--- src/hdl/signed_radix_integer_to_ascii_core_assert.svh ---
// assertion macros for the signed radix integer to ascii core
// expects clk and arst_n in the scope of the module that uses them
`ifndef SIGNED_RADIX_INTEGER_TO_ASCII_CORE_ASSERT_SVH
`define SIGNED_RADIX_INTEGER_TO_ASCII_CORE_ASSERT_SVH

// consequent checked in the same cycle as the antecedent
`define SRITOA_ASSERT_IMP(lbl, ante, cons) \
	lbl: assert property (@(posedge clk) disable iff (!arst_n) (ante) |-> (cons)) \
		else $error("sritoa assertion failed");

// consequent checked in the cycle after the antecedent
`define SRITOA_ASSERT_NXT(lbl, ante, cons) \
	lbl: assert property (@(posedge clk) disable iff (!arst_n) (ante) |=> (cons)) \
		else $error("sritoa assertion failed");

`endif

--- src/hdl/sritoa_pkg.sv ---
// shared types and constants of the signed radix integer to ascii core
// used by the controller, the datapath and the top level
`timescale 1ns / 1ps
`default_nettype none

package sritoa_pkg;

	localparam logic [4:0] RADIX_MIN = 5'd2;
	localparam logic [4:0] RADIX_MAX = 5'd16;
	localparam logic [4:0] RADIX_DEC = 5'd10;
	localparam logic [6:0] STORE_DEPTH = 7'd64;
	localparam logic [7:0] CHAR_MINUS = 8'h2D;
	localparam logic [7:0] CHAR_ZERO = 8'h30;
	localparam logic [7:0] CHAR_ALPHA_BASE = 8'h57;
	localparam logic [7:0] CHAR_NUL = 8'h00;

	// quotient bits produced per divider cycle
	localparam int DIV_BITS = 8;
	localparam int DIV_CYCLES = 64 / DIV_BITS;

	typedef enum logic [2:0] {
		S_IDLE,
		S_PREP,
		S_DIV,
		S_WR,
		S_CHK,
		S_RD,
		S_OUT
	} sritoa_state_t;

	typedef struct packed {
		logic load;
		logic div_start;
		logic div_step;
		logic digit_wr;
		logic idx_init;
		logic rd;
		logic emit_err;
		logic emit_sign;
		logic emit_digit;
	} sritoa_cmd_t;

	typedef struct packed {
		logic args_bad;
		logic more_digits;
		logic fits;
		logic sign;
		logic idx_zero;
	} sritoa_stat_t;

	function automatic logic [7:0] digit_char(input logic [3:0] d);
		if (d < 4'd10) begin
			return CHAR_ZERO + {4'h0, d};
		end else begin
			return CHAR_ALPHA_BASE + {4'h0, d};
		end
	endfunction

endpackage

`default_nettype wire

--- src/hdl/sritoa_ctrl.sv ---
// controller state machine of the signed radix integer to ascii core
// depends on sritoa_pkg and the assertion macro header
`timescale 1ns / 1ps
`default_nettype none
`include "signed_radix_integer_to_ascii_core_assert.svh"

module sritoa_ctrl import sritoa_pkg::*; (
	input  logic         clk,
	input  logic         arst_n,
	input  logic         start,
	output logic         busy,
	input  sritoa_stat_t stat,
	output sritoa_cmd_t  cmd
);

	localparam int CW = $clog2(DIV_CYCLES);
	localparam logic [CW-1:0] DivLast = CW'(DIV_CYCLES - 1);

	sritoa_state_t state_q, state_d;
	logic [CW-1:0] div_cnt_q;

	always_ff @(posedge clk or negedge arst_n) begin
		if (!arst_n) begin
			state_q <= S_IDLE;
			div_cnt_q <= '0;
		end else begin
			state_q <= state_d;
			if (state_q == S_DIV) begin
				div_cnt_q <= div_cnt_q + 1'b1;
			end else begin
				div_cnt_q <= '0;
			end
		end
	end

	always_comb begin
		state_d = state_q;
		cmd = '0;
		case (state_q)
			S_IDLE: begin
				if (start) begin
					cmd.load = 1'b1;
					state_d = S_PREP;
				end
			end
			S_PREP: begin
				if (stat.args_bad) begin
					cmd.emit_err = 1'b1;
					state_d = S_IDLE;
				end else begin
					cmd.div_start = 1'b1;
					state_d = S_DIV;
				end
			end
			S_DIV: begin
				cmd.div_step = 1'b1;
				if (div_cnt_q == DivLast) begin
					state_d = S_WR;
				end
			end
			S_WR: begin
				cmd.digit_wr = 1'b1;
				if (stat.more_digits) begin
					cmd.div_start = 1'b1;
					state_d = S_DIV;
				end else begin
					state_d = S_CHK;
				end
			end
			S_CHK: begin
				if (!stat.fits) begin
					cmd.emit_err = 1'b1;
					state_d = S_IDLE;
				end else begin
					cmd.idx_init = 1'b1;
					cmd.emit_sign = stat.sign;
					state_d = S_RD;
				end
			end
			S_RD: begin
				cmd.rd = 1'b1;
				state_d = S_OUT;
			end
			S_OUT: begin
				cmd.emit_digit = 1'b1;
				state_d = stat.idx_zero ? S_IDLE : S_RD;
			end
			default: begin
				state_d = S_IDLE;
			end
		endcase
	end

	assign busy = (state_q != S_IDLE);

	`SRITOA_ASSERT_NXT(a_start_to_prep, start && !busy, state_q == S_PREP)
	`SRITOA_ASSERT_NXT(a_div_runs_full, (state_q == S_DIV) && (div_cnt_q != DivLast), state_q == S_DIV)
	`SRITOA_ASSERT_NXT(a_final_digit_ends, (state_q == S_OUT) && stat.idx_zero, state_q == S_IDLE)

endmodule

`default_nettype wire

--- src/hdl/sritoa_dp.sv ---
// datapath of the signed radix integer to ascii core: operand registers,
// iterative divider, digit store and result registers; depends on sritoa_pkg
`timescale 1ns / 1ps
`default_nettype none

module sritoa_dp import sritoa_pkg::*; #(
	parameter int MAX_BUF = 64
) (
	input  logic               clk,
	input  logic               arst_n,
	input  logic signed [63:0] value,
	input  logic        [4:0]  radix,
	input  logic        [5:0]  min_digits,
	input  logic        [6:0]  buf_size,
	input  sritoa_cmd_t        cmd,
	output sritoa_stat_t       stat,
	output logic               char_valid,
	output logic        [7:0]  out_char,
	output logic               last,
	output logic               error
);

	localparam int AW = $clog2(MAX_BUF);
	localparam logic [6:0] MaxBufW = 7'(MAX_BUF);

	logic [63:0] mag_q;
	logic [3:0]  rem_q;
	logic [4:0]  radix_q;
	logic [5:0]  pad_q;
	logic [6:0]  size_q;
	logic        sign_q;
	logic [6:0]  count_q;
	logic [6:0]  idx_q;
	logic [3:0]  rd_q;
	logic [3:0]  store_q [MAX_BUF];

	logic [63:0] uvalue;
	logic        neg;
	logic [6:0]  idx_m1;
	logic [3:0]  div_rem;
	logic [DIV_BITS-1:0] div_quo;
	logic        valid_q;
	logic [7:0]  char_q;
	logic        last_q;
	logic        err_q;

	assign uvalue = value;
	assign neg = (radix == RADIX_DEC) && value[63];
	assign idx_m1 = idx_q - 7'd1;

	// restoring division, DIV_BITS dividend bits per cycle, msb first
	always_comb begin : div_blk
		logic [3:0] r;
		logic [4:0] t;
		r = rem_q;
		div_quo = '0;
		for (int i = 0; i < DIV_BITS; i++) begin
			t = {r, mag_q[63-i]};
			if (t >= radix_q) begin
				t = t - radix_q;
				div_quo[DIV_BITS-1-i] = 1'b1;
			end
			r = t[3:0];
		end
		div_rem = r;
	end

	always_ff @(posedge clk) begin
		if (cmd.load) begin
			radix_q <= radix;
			pad_q <= min_digits;
			size_q <= (buf_size > MaxBufW) ? MaxBufW : buf_size;
			sign_q <= neg;
			mag_q <= neg ? (64'd0 - uvalue) : uvalue;
		end else if (cmd.div_step) begin
			mag_q <= {mag_q[63-DIV_BITS:0], div_quo};
		end
		if (cmd.div_step) begin
			rem_q <= div_rem;
		end else if (cmd.div_start) begin
			rem_q <= '0;
		end
		if (cmd.digit_wr && (pad_q != 6'd0)) begin
			pad_q <= pad_q - 6'd1;
		end
	end

	always_ff @(posedge clk or negedge arst_n) begin
		if (!arst_n) begin
			count_q <= '0;
			idx_q <= '0;
		end else begin
			if (cmd.load) begin
				count_q <= '0;
			end else if (cmd.digit_wr) begin
				count_q <= count_q + 7'd1;
			end
			if (cmd.idx_init) begin
				idx_q <= count_q;
			end else if (cmd.rd) begin
				idx_q <= idx_m1;
			end
		end
	end

	// digits past the buffer are never read back, so they are dropped
	always_ff @(posedge clk) begin
		if (cmd.digit_wr && (count_q < MaxBufW)) begin
			store_q[count_q[AW-1:0]] <= rem_q;
		end
		if (cmd.rd) begin
			rd_q <= store_q[idx_m1[AW-1:0]];
		end
	end

	assign stat.args_bad = (size_q == 7'd0) || (radix_q < RADIX_MIN) || (radix_q > RADIX_MAX);
	// pad and count as they stand after the digit being written
	assign stat.more_digits = ((mag_q != 64'd0) || (pad_q > 6'd1))
		&& ((count_q + 7'd1) < STORE_DEPTH);
	assign stat.fits = (8'd1 + {7'd0, sign_q} + {1'b0, count_q}) <= {1'b0, size_q};
	assign stat.sign = sign_q;
	assign stat.idx_zero = (idx_q == 7'd0);

	always_ff @(posedge clk or negedge arst_n) begin
		if (!arst_n) begin
			valid_q <= 1'b0;
		end else begin
			valid_q <= cmd.emit_err | cmd.emit_sign | cmd.emit_digit;
		end
	end

	always_ff @(posedge clk) begin
		if (cmd.emit_err) begin
			char_q <= CHAR_NUL;
			last_q <= 1'b1;
			err_q <= 1'b1;
		end else if (cmd.emit_sign) begin
			char_q <= CHAR_MINUS;
			last_q <= 1'b0;
			err_q <= 1'b0;
		end else if (cmd.emit_digit) begin
			char_q <= digit_char(rd_q);
			last_q <= (idx_q == 7'd0);
			err_q <= 1'b0;
		end
	end

	assign char_valid = valid_q;
	assign out_char = char_q;
	assign last = last_q;
	assign error = err_q;

endmodule

`default_nettype wire

--- src/hdl/signed_radix_integer_to_ascii_core.sv ---
// for each digit the 8-bit-per-cycle divider runs its steps, then the digit is
// written to the digit store; each character is then read back from the store
// and sent through the result register; a sign is emitted in the check state
// bad radix or empty buffer gives the error result from the prep state
// results come on a one-cycle strobe; the receiver cannot stall
// arst_n clears the controller, counters and strobe; the digit store has no reset
`timescale 1ns / 1ps
`default_nettype none

module signed_radix_integer_to_ascii_core import sritoa_pkg::*; #(
	parameter int MAX_BUF = 64
) (
	input  logic               clk,
	input  logic               arst_n,
	input  logic               start,
	output logic               busy,
	input  logic signed [63:0] value,
	input  logic        [4:0]  radix,
	input  logic        [5:0]  min_digits,
	input  logic        [6:0]  buf_size,
	output logic               char_valid,
	output logic        [7:0]  out_char,
	output logic               last,
	output logic               error
);

	sritoa_cmd_t  cmd;
	sritoa_stat_t stat;

	sritoa_ctrl u_ctrl (
		.clk    (clk),
		.arst_n (arst_n),
		.start  (start),
		.busy   (busy),
		.stat   (stat),
		.cmd    (cmd)
	);

	sritoa_dp #(
		.MAX_BUF (MAX_BUF)
	) u_dp (
		.clk        (clk),
		.arst_n     (arst_n),
		.value      (value),
		.radix      (radix),
		.min_digits (min_digits),
		.buf_size   (buf_size),
		.cmd        (cmd),
		.stat       (stat),
		.char_valid (char_valid),
		.out_char   (out_char),
		.last       (last),
		.error      (error)
	);

endmodule

`default_nettype wire
--- config.mk ---
export PLATFORM = sky130hd
export DESIGN_NAME = signed_radix_integer_to_ascii_core
export DESIGN_NICKNAME = d
export VERILOG_FILES = /design/src/hdl/sritoa_pkg.sv /design/src/hdl/sritoa_ctrl.sv /design/src/hdl/sritoa_dp.sv /design/src/hdl/signed_radix_integer_to_ascii_core.sv
export VERILOG_INCLUDE_DIRS = /design/src /design/src/hdl
export SDC_FILE = /design/constraint.sdc
export NUM_CORES = 1
export LEC_CHECK = 0
export ABC_AREA = 0
export ABC_CLOCK_PERIOD_IN_PS = 10700
export BUFFER_PORTS_ARGS = -buffer_cell sky130_fd_sc_hd__clkbuf_2
export CORE_ASPECT_RATIO = 1.5
export CORE_UTILIZATION = 40
export DETAILED_ROUTE_END_ITERATION = 7
export MAX_ROUTING_LAYER = met4
export PLACE_DENSITY = 0.66
export SLEW_MARGIN = 5
export SYNTH_ARGS = -nofsm -noshare
export SYNTH_HDL_FRONTEND = slang
export SYNTH_SLANG_ARGS = --single-unit
--- constraint.sdc ---
create_clock -name clk -period 10.7 [get_ports clk]
set_clock_uncertainty 0.1 [all_clocks]
set_input_delay 0 -clock clk [delete_from_list [all_inputs] [get_ports clk]]
set_output_delay 0 -clock clk [all_outputs]
set_load 0.005 [all_outputs]
==> metrics, run 1 <==
routed vias=12900; routability cong.=0.901; I/O pin count=97; post-synthesis cell type count=75; filler cell count=4075; DR vias/cell=5.53; nets=1867; first-pass GRT wire length=73.8 mm; Crit-path slowest cell=edfxtp_1; Setup-failing EPs final=0; CP Max Fanout=8; clk slew on worst S/H paths=0.06 ns; critical path startpoint category=flop; Yosys warnings=0; Net Count, Synth=1669; CP bufs+invs=5; Async S/R FF share, synth=0.0557; placed cell area=20300 sq um; cell count after synthesis=1517; FF-to-FF setup slack=0.58 ns; TritonCTS clock tree=yes; DP Wirelength=33.2 mm; # DRC=0; Pre-Repair DR Iteration Count=8; Starting Density=0.408; CTS root buffer=clkbuf_16; final instance area=22500 sq um; worst hold start=value[6]; total congestion overflow=0; Rel. slew slack=0.299; Worst Setup Path Type=reg2reg; CP endpoint kind=flop; number of synthesized flops with an enable pin=347; worst min path class=in2reg; CTS Buf Count=37; commonest non-fill, non-tap cell in the layout=edfxtp_1; Worst R2R Path Depth=46; row cnt=97; WP data required=10.88 ns; measured slew at the worst slew-check pin=1.04 ns; layout cell share with drive strength beyond 1=0.180; Crit path max-delay family=compound AO/OA/AOI/OAI gates; CP peak stage delay=0.41 ns; H-tree depth=2; clock buffer depth=3; DIE AREA=48800 sq um; Reg-to-Reg Start=u_dp.rem_q[1]$_SDFFCE_PN0P_; Layout area overhead=17.7%; initial antenna violation count=1; Horiz. Die Dim=181 um; outcome=finished, final reports clean; flops & latches, synth=377; Syn Area/Cell=12.6 sq um; Detailed Route WL=47.2 mm; period utilization=0.946; most frequent CP cell=ha_1; reg2reg end=u_dp.rem_q[3]$_SDFFCE_PN0P_; worst hold path depth=5; Iter 0 DRT Violations=979; Num Clock Sinks=377; Detail Route Antenna Nets=0; minimum clock period=10.12 ns; Endpoint, Worst Hold=u_dp.mag_q[9]$_DFFE_PP_; Post-synth top flop=edfxtp_1; Pins Over Slew Limit=0; vias in the first global route=13400; core area=47000 sq um; Max Clk Rate=98.8 MHz; IO buf count=95; wire per inst=20.2 um; GRT Overall Usage=0.201; Cell Area, Synth=19100 sq um; Clock Latency Late Sink=0.54 ns; arrival time at the worst endpoint=10.30 ns; most frequent cells in the layout=edfxtp_1, nand2_1, nor2_1; final hold viol count=0; pin count of the biggest net entering global routing=105; Die Span Y=270 um; maxcap violations=0; post-synthesis sequential area ratio=0.581
## synth_stat cells (all sizes together), types with 33 or more instances
master | count | area, sq um
inv | 63 | 236
mux4 | 64 | 1440
edfxtp | 347 | 10400
a21oi | 79 | 395
xor2 | 33 | 289
ha | 58 | 726
clkbuf | 42 | 178
xnor2 | 62 | 543
nor3 | 35 | 185
nor2 | 136 | 521
o21ai | 90 | 450
nand2 | 173 | 652
## state kept, by name, summed over array words and instances (netlist names)
register          cells
u_ctrl.state_q        3
u_dp.store_q        256
u_dp.error            1
u_dp.last             1
u_dp.size_q           7
u_dp.rem_q            4
u_dp.count_q          7
u_dp.radix_q          5
u_dp.pad_q            6
u_ctrl.div_cnt_q      3
u_dp.char_valid       1
u_dp.out_char         7
u_dp.rd_q             4
u_dp.mag_q           64
u_dp.sign_q           1
u_dp.idx_q            7
## per-stage QoR
step                hold WS [ns]  std cells   util  worst slack (ns)  TNS (ns)
floorplan                 -0.396       1517      -            0.0544         0
global placement         -0.0597       2170  0.433             0.214         0
CTS                       0.0135       2332  0.478            0.0247         0
detailed placement       -0.0476       2170  0.433            -0.275    -0.900
finish                    0.0248       2338  0.480             0.583         0
global route              0.0551       2338  0.480           -0.0627    -0.105
## worst max-delay path by stage
stage,cells after the start,from,endpoint
5_1_grt,48,u_dp.mag_q[63]$_DFFE_PP_,u_dp.rem_q[3]$_SDFFCE_PN0P_
4_1_cts,46,u_dp.rem_q[1]$_SDFFCE_PN0P_,u_dp.rem_q[3]$_SDFFCE_PN0P_
2_1_floorplan,47,u_dp.rem_q[1]$_SDFFCE_PN0P_,u_dp.rem_q[3]$_SDFFCE_PN0P_
6_report,46,u_dp.rem_q[1]$_SDFFCE_PN0P_,u_dp.rem_q[3]$_SDFFCE_PN0P_
3_5_place_dp,48,u_dp.rem_q[1]$_SDFFCE_PN0P_,u_dp.rem_q[3]$_SDFFCE_PN0P_
3_3_place_gp,48,u_dp.radix_q[2]$_DFFE_PP_,u_dp.rem_q[3]$_SDFFCE_PN0P_
## kinds of logic (layout without fill, tap and decap cells)
family | count (synthesis) | after routing | synth area share
multiplexers | 95 | 95 | 0.0927
AO/OA/AOI/OAI | 265 | 265 | 0.0844
flip-flops | 377 | 377 | 0.581
other | 1 | 2 | 0.000196
AND/OR/NAND/NOR | 493 | 493 | 0.125
adder cells (fa/ha/maj) | 67 | 67 | 0.0473
XOR/XNOR | 95 | 95 | 0.0435
buffers and inverters | 124 | 350 | 0.0263
## worst reg2reg max path, delay by kind of cell, from the launching register on
kind	cells	cell delay (ns)
DFF	1	0.41
adders and majority gates	8	2.51
muxes	5	1.65
and+or+nand+nor	4	0.40
AOI/OAI and AO/OA	24	4.38
buffers and inverters	5	0.41
## timing repair
item | in CTS | in global routing
endpoints found under the hold margin | 103 | 0
setup buffers | 0 | 5
hold buffers | 95 | 0
resized for setup | 3 | 11
endpoints found under the setup margin | 5 | 5
pin swaps | 1 | 6
## layout make-up
class	instances	area [sq um]	share of cell area
Sequential cell	377	11100	0.494
Multi-Input combinational cell	1016	7620	0.338
Timing Repair Buffer	219	1640	0.0729
Clock buffer	53	1050	0.0465
Tap cell	594	743	0.0330
Inverter	64	240	0.0107
Clock inverter	14	121	0.00538
Antenna cell	1	2.50	0.000111
## routing by layer
layer  vias to the layer above  wire, um  GRT usage
li1                       6098         -          -
met1                      6306     17300      0.213
met2                       406     25800      0.372
met3                       126      1900     0.0241
met4                         0      2170     0.0882
met5                         -         0          -
Power of run 1 is not shown: default switching activity piles up to over one toggle a cycle in this logic, so the estimate is an artifact.
==> run 2: changes to the inputs <==
--- a/config.mk
+++ b/config.mk
@@ -13,7 +13,7 @@
 export CORE_UTILIZATION = 40
 export DETAILED_ROUTE_END_ITERATION = 7
 export MAX_ROUTING_LAYER = met4
-export PLACE_DENSITY = 0.66
+export PLACE_DENSITY_LB_ADDON = 0.1
 export SLEW_MARGIN = 5
 export SYNTH_ARGS = -nofsm -noshare
 export SYNTH_HDL_FRONTEND = slang
==> metrics, run 2 (synthesis gave the netlist of run 1 again) <==
TritonCTS clock tree=yes; # DRC=0; initial antenna violation count=0; layout cell share with drive strength beyond 1=0.177; CTS root buffer=clkbuf_16; pin count of the biggest net entering global routing=81; core area=47000 sq um; CP endpoint kind=flop; H-tree depth=2; Crit-path slowest cell=mux2_2; critical path startpoint category=flop; WL met1=18.3 mm; DR vias/cell=5.41; DP Wirelength=35.6 mm; outcome=finished, final reports clean; met2 WL=28.1 mm; GRT Overall Usage=0.211; Starting Density=0.408; met3 WL=1.24 mm; final hold slack=0.0658 ns; Num Clock Sinks=377; wire per inst=21.2 um; max reg flops=256; I/O pin count=97; routability cong.=0.845; Pre-Repair DR Iteration Count=5; vias in the first global route=13400; Iter 0 DRT Violations=597; Max Clk Rate=100 MHz; Rel. slew slack=0.308; arrival time at the worst endpoint=10.17 ns; commonest non-fill, non-tap cell in the layout=edfxtp_1; most frequent cells in the layout=edfxtp_1, nand2_1, nor2_1; nets=1873; row cnt=97; Place WS=-0.117 ns; minimum clock period=9.98 ns; WP data required=10.89 ns; IO buf count=95; clk slew on worst S/H paths=0.06 ns; Detailed Route WL=49.6 mm; Horiz. Die Dim=181 um; Clock Latency Late Sink=0.53 ns; uppermost layer routed=met4; ANT cells=0; Detail Route Antenna Nets=0; Worst Setup Path Type=reg2reg; Layout area overhead=17.9%; Setup-failing EPs final=0; Pins Over Slew Limit=0; clock buffer depth=3; maxcap violations=0; CP Max Fanout=8; CTS Buf Count=39; measured slew at the worst slew-check pin=1.03 ns; most frequent CP cell=ha_1; worst min path class=in2reg; DIE AREA=48800 sq um; period utilization=0.933; first-pass GRT wire length=76.3 mm; CP peak stage delay=0.42 ns; routed vias=12700; final hold viol count=0; Die Span Y=270 um; total congestion overflow=0; Final WS setup=0.722 ns
[run 2: changes by cell type in the layout (fill, tap and decap cells not counted), sizes merged]
cell / before / now
clkinv: 9 / 23
clkbuf: 148 / 140
dlygate4sd3: 95 / 101
inv: 67 / 64
buf: 29 / 27
bufinv: 1 / 0
diode: 1 / 0
[run 2: final cells by class]
cell class                 count  area, sq um
clock inverter                24          129
inverter                      64          240
clock buffer                  45         1040
fill                        4221        24400
multi-input combinational   1016         7600
tap                          594          743
sequential                   377        11100
timing repair buffer         223         1690
[run 2: path summary, 6_finish.rpt]
| path | start | cells past startpoint | to | slack [ns] |
|---|---|---|---|---|
| setup / recovery | u_dp.radix_q[2]$_DFFE_PP_ | 48 | u_dp.rem_q[3]$_SDFFCE_PN0P_ | 0.72 |
| max in group asynchronous | arst_n | 3 | u_dp.idx_q[0]$_DFFE_PN0P_ | 9.03 |
| setup reg to reg | u_dp.radix_q[2]$_DFFE_PP_ | 48 | u_dp.rem_q[3]$_SDFFCE_PN0P_ | 0.72 |
| min in group asynchronous | arst_n | 3 | u_dp.idx_q[4]$_DFFE_PN0P_ | 0.72 |
| hold reg to reg | u_ctrl.div_cnt_q[0]$_DFF_PN0_ | 1 | u_ctrl.div_cnt_q[0]$_DFF_PN0_ | 0.34 |
| hold / removal | value[6] | 5 | u_dp.mag_q[6]$_DFFE_PP_ | 0.07 |
[run 2: stage by stage]
step                      cell area [sq um]   util  setup TNS, ns  std cells
after floorplan                       19200      -              0       1517
after global placement                20300  0.432              0       2169
after detailed placement              20300  0.432         -0.259       2169
after CTS                             22500  0.479              0       2339
after global routing                  22600  0.481         -0.123       2343
final                                 22600  0.481              0       2343
[run 2: layer usage]
layer / vias up / global-route usage
li1: 6119 / -
met1: 6234 / 0.215
met2: 243 / 0.410
met3: 91 / 0.0201
met4: 0 / 0.0823
met5: - / -
[run 2: critical path, delay by kind of cell, from the launching register on]
kind                     cells  cell delay [ns]
buffers and inverters        6             0.42
flip-flops                   1             0.39
AND/OR/NAND/NOR              5             0.49
AO/OA/AOI/OAI               23             3.94
multiplexers                 6             2.39
adder cells (fa/ha/maj)      8             1.97
[run 2: repair_timing]
action / in CTS / in global routing
pin swaps: 0 / 7
resized for setup: 2 / 8
endpoints found under the setup margin: 4 / 5
buffers inserted: 0 / 4
gates cloned: 0 / 0
hold buffers: 101 / 0
endpoints found under the hold margin: 103 / 0
Power of run 2 is left out for the same reason.
==> run 3: changes to the inputs <==
--- a/config.mk
+++ b/config.mk
@@ -7,7 +7,7 @@
 export NUM_CORES = 1
 export LEC_CHECK = 0
 export ABC_AREA = 0
-export ABC_CLOCK_PERIOD_IN_PS = 10700
+export ABC_CLOCK_PERIOD_IN_PS = 9300
 export BUFFER_PORTS_ARGS = -buffer_cell sky130_fd_sc_hd__clkbuf_2
 export CORE_ASPECT_RATIO = 1.5
 export CORE_UTILIZATION = 40
==> constraint.sdc (replaced) <==
create_clock -name clk -period 9.3 [get_ports clk]
set_clock_uncertainty 0.1 [all_clocks]
set_input_delay 0 -clock clk [delete_from_list [all_inputs] [get_ports clk]]
set_output_delay 0 -clock clk [all_outputs]
set_load 0.005 [all_outputs]
==> metrics, run 3 (synthesis gave the netlist of run 1 again) <==
outcome=finished, violations left; failing checks=setup timing; Rel. slew slack=0.177; final hold slack=0.103 ns; minimum clock period=9.38 ns; Setup-failing EPs final=5; first-pass GRT wire length=78.4 mm; initial antenna violation count=0; I/O pin count=97; DP Wirelength=36.1 mm; layout cell share with drive strength beyond 1=0.240; CTS Buf Count=39; CP endpoint kind=flop; CP Max Fanout=6; Final WS setup=-0.0755 ns; CTS root buffer=clkbuf_16; core area=47000 sq um; Detailed Route WL=51.4 mm; Layout area overhead=24.3%; Horiz. Die Dim=181 um; DR vias/cell=5.40; total congestion overflow=0; row cnt=97; arrival time at the worst endpoint=9.55 ns; Pre-Repair DR Iteration Count=5; Worst Setup Path Type=reg2reg; Iter 0 DRT Violations=669; GRT Overall Usage=0.218; final hold viol count=0; # DRC=0; Crit-path slowest cell=edfxtp_1; Place WS=-0.346 ns; Num Clock Sinks=377; clk slew on worst S/H paths=0.06 ns; RSZ-0062 raised after global routing=yes; wire per inst=21.2 um; routed vias=13100; critical path startpoint category=flop; Starting Density=0.408; setup_tns=-0.321 ns; Clock Latency Late Sink=0.54 ns; measured slew at the worst slew-check pin=1.22 ns; WP data required=9.47 ns; maxcap violations=0; Detail Route Antenna Nets=0; max reg flops=256; CP peak stage delay=0.39 ns; worst min path class=in2reg; pin count of the biggest net entering global routing=93; commonest non-fill, non-tap cell in the layout=edfxtp_1; vias in the first global route=13700; nets=1951; most frequent cells in the layout=edfxtp_1, nand2_1, nor2_1; Max Clk Rate=107 MHz; clock buffer depth=3; H-tree depth=2; Die Span Y=270 um; Finished Core Util=0.507; routability cong.=0.847; ANT cells=0; Pins Over Slew Limit=0; period utilization=1.01; TritonCTS clock tree=yes; DIE AREA=48800 sq um; IO buf count=95
run 3: changes by cell type in the layout (fill, tap and decap cells not counted), sizes merged:
| cell | before | now |
|---|---|---|
| buf | 27 | 98 |
| bufinv | 0 | 6 |
| clkbuf | 140 | 139 |
| clkinv | 23 | 17 |
| clkinvlp | 1 | 0 |
| dlygate4sd3 | 101 | 108 |
| inv | 64 | 66 |
run 3: timing repair:
action | CTS | global route
hold endpoints to repair | 105 | 0
buffers inserted | 22 | 10
resized for setup | 44 | 27
pin swaps | 30 | 20
setup endpoints to repair | 5 | 5
hold buffers | 109 | 0
run 3: layout make-up:
cell class	count	area, sq um
Clock inverter	25	284
Multi-Input combinational cell	1016	8090
Clock buffer	44	995
Fill cell	4082	23200
Timing Repair Buffer	301	2330
Tap cell	594	743
Inverter	64	240
Sequential cell	377	11100
run 3: critical path: cells and delay by family, from the launching register on:
family	cells	cell delay (ns)
mux	7	2.23
fa+ha+maj	8	1.94
simple gates	5	0.41
buf+inv	7	0.73
compound gates	18	3.29
flops	1	0.39
run 3: worst paths after layout:
| check | to | startpoint | slack [ns] | cells after the start |
|---|---|---|---|---|
| worst max-delay path | u_dp.rem_q[0]$_SDFFCE_PN0P_ | u_dp.radix_q[2]$_DFFE_PP_ | -0.08 | 45 |
| worst min-delay path | u_dp.radix_q[3]$_DFFE_PP_ | radix[3] | 0.10 | 2 |
| worst max register to register | u_dp.rem_q[0]$_SDFFCE_PN0P_ | u_dp.radix_q[2]$_DFFE_PP_ | -0.08 | 45 |
| worst min register to register | u_ctrl.div_cnt_q[0]$_DFF_PN0_ | u_ctrl.div_cnt_q[0]$_DFF_PN0_ | 0.35 | 1 |
| max in group asynchronous | u_dp.idx_q[0]$_DFFE_PN0P_ | arst_n | 8.42 | 4 |
| min in group asynchronous | u_dp.idx_q[3]$_DFFE_PN0P_ | arst_n | 0.52 | 4 |
run 3: per-stage QoR:
stage / instances / area [sq um]
2_1_floorplan: 1517 / 19400
3_3_place_gp: 2211 / 20800
3_5_place_dp: 2211 / 20800
4_1_cts: 2411 / 23600
5_1_grt: 2421 / 23800
6_report: 2421 / 23800
run 3: routing by layer:
layer	vias up	track usage	part of all wire
met4	0	0.0848	0.037
met3	90	0.0221	0.031
met2	305	0.419	0.56
li1	6268	-	-
met1	6417	0.224	0.37
met5	-	-	0
Power of run 3 is left out for the same reason.
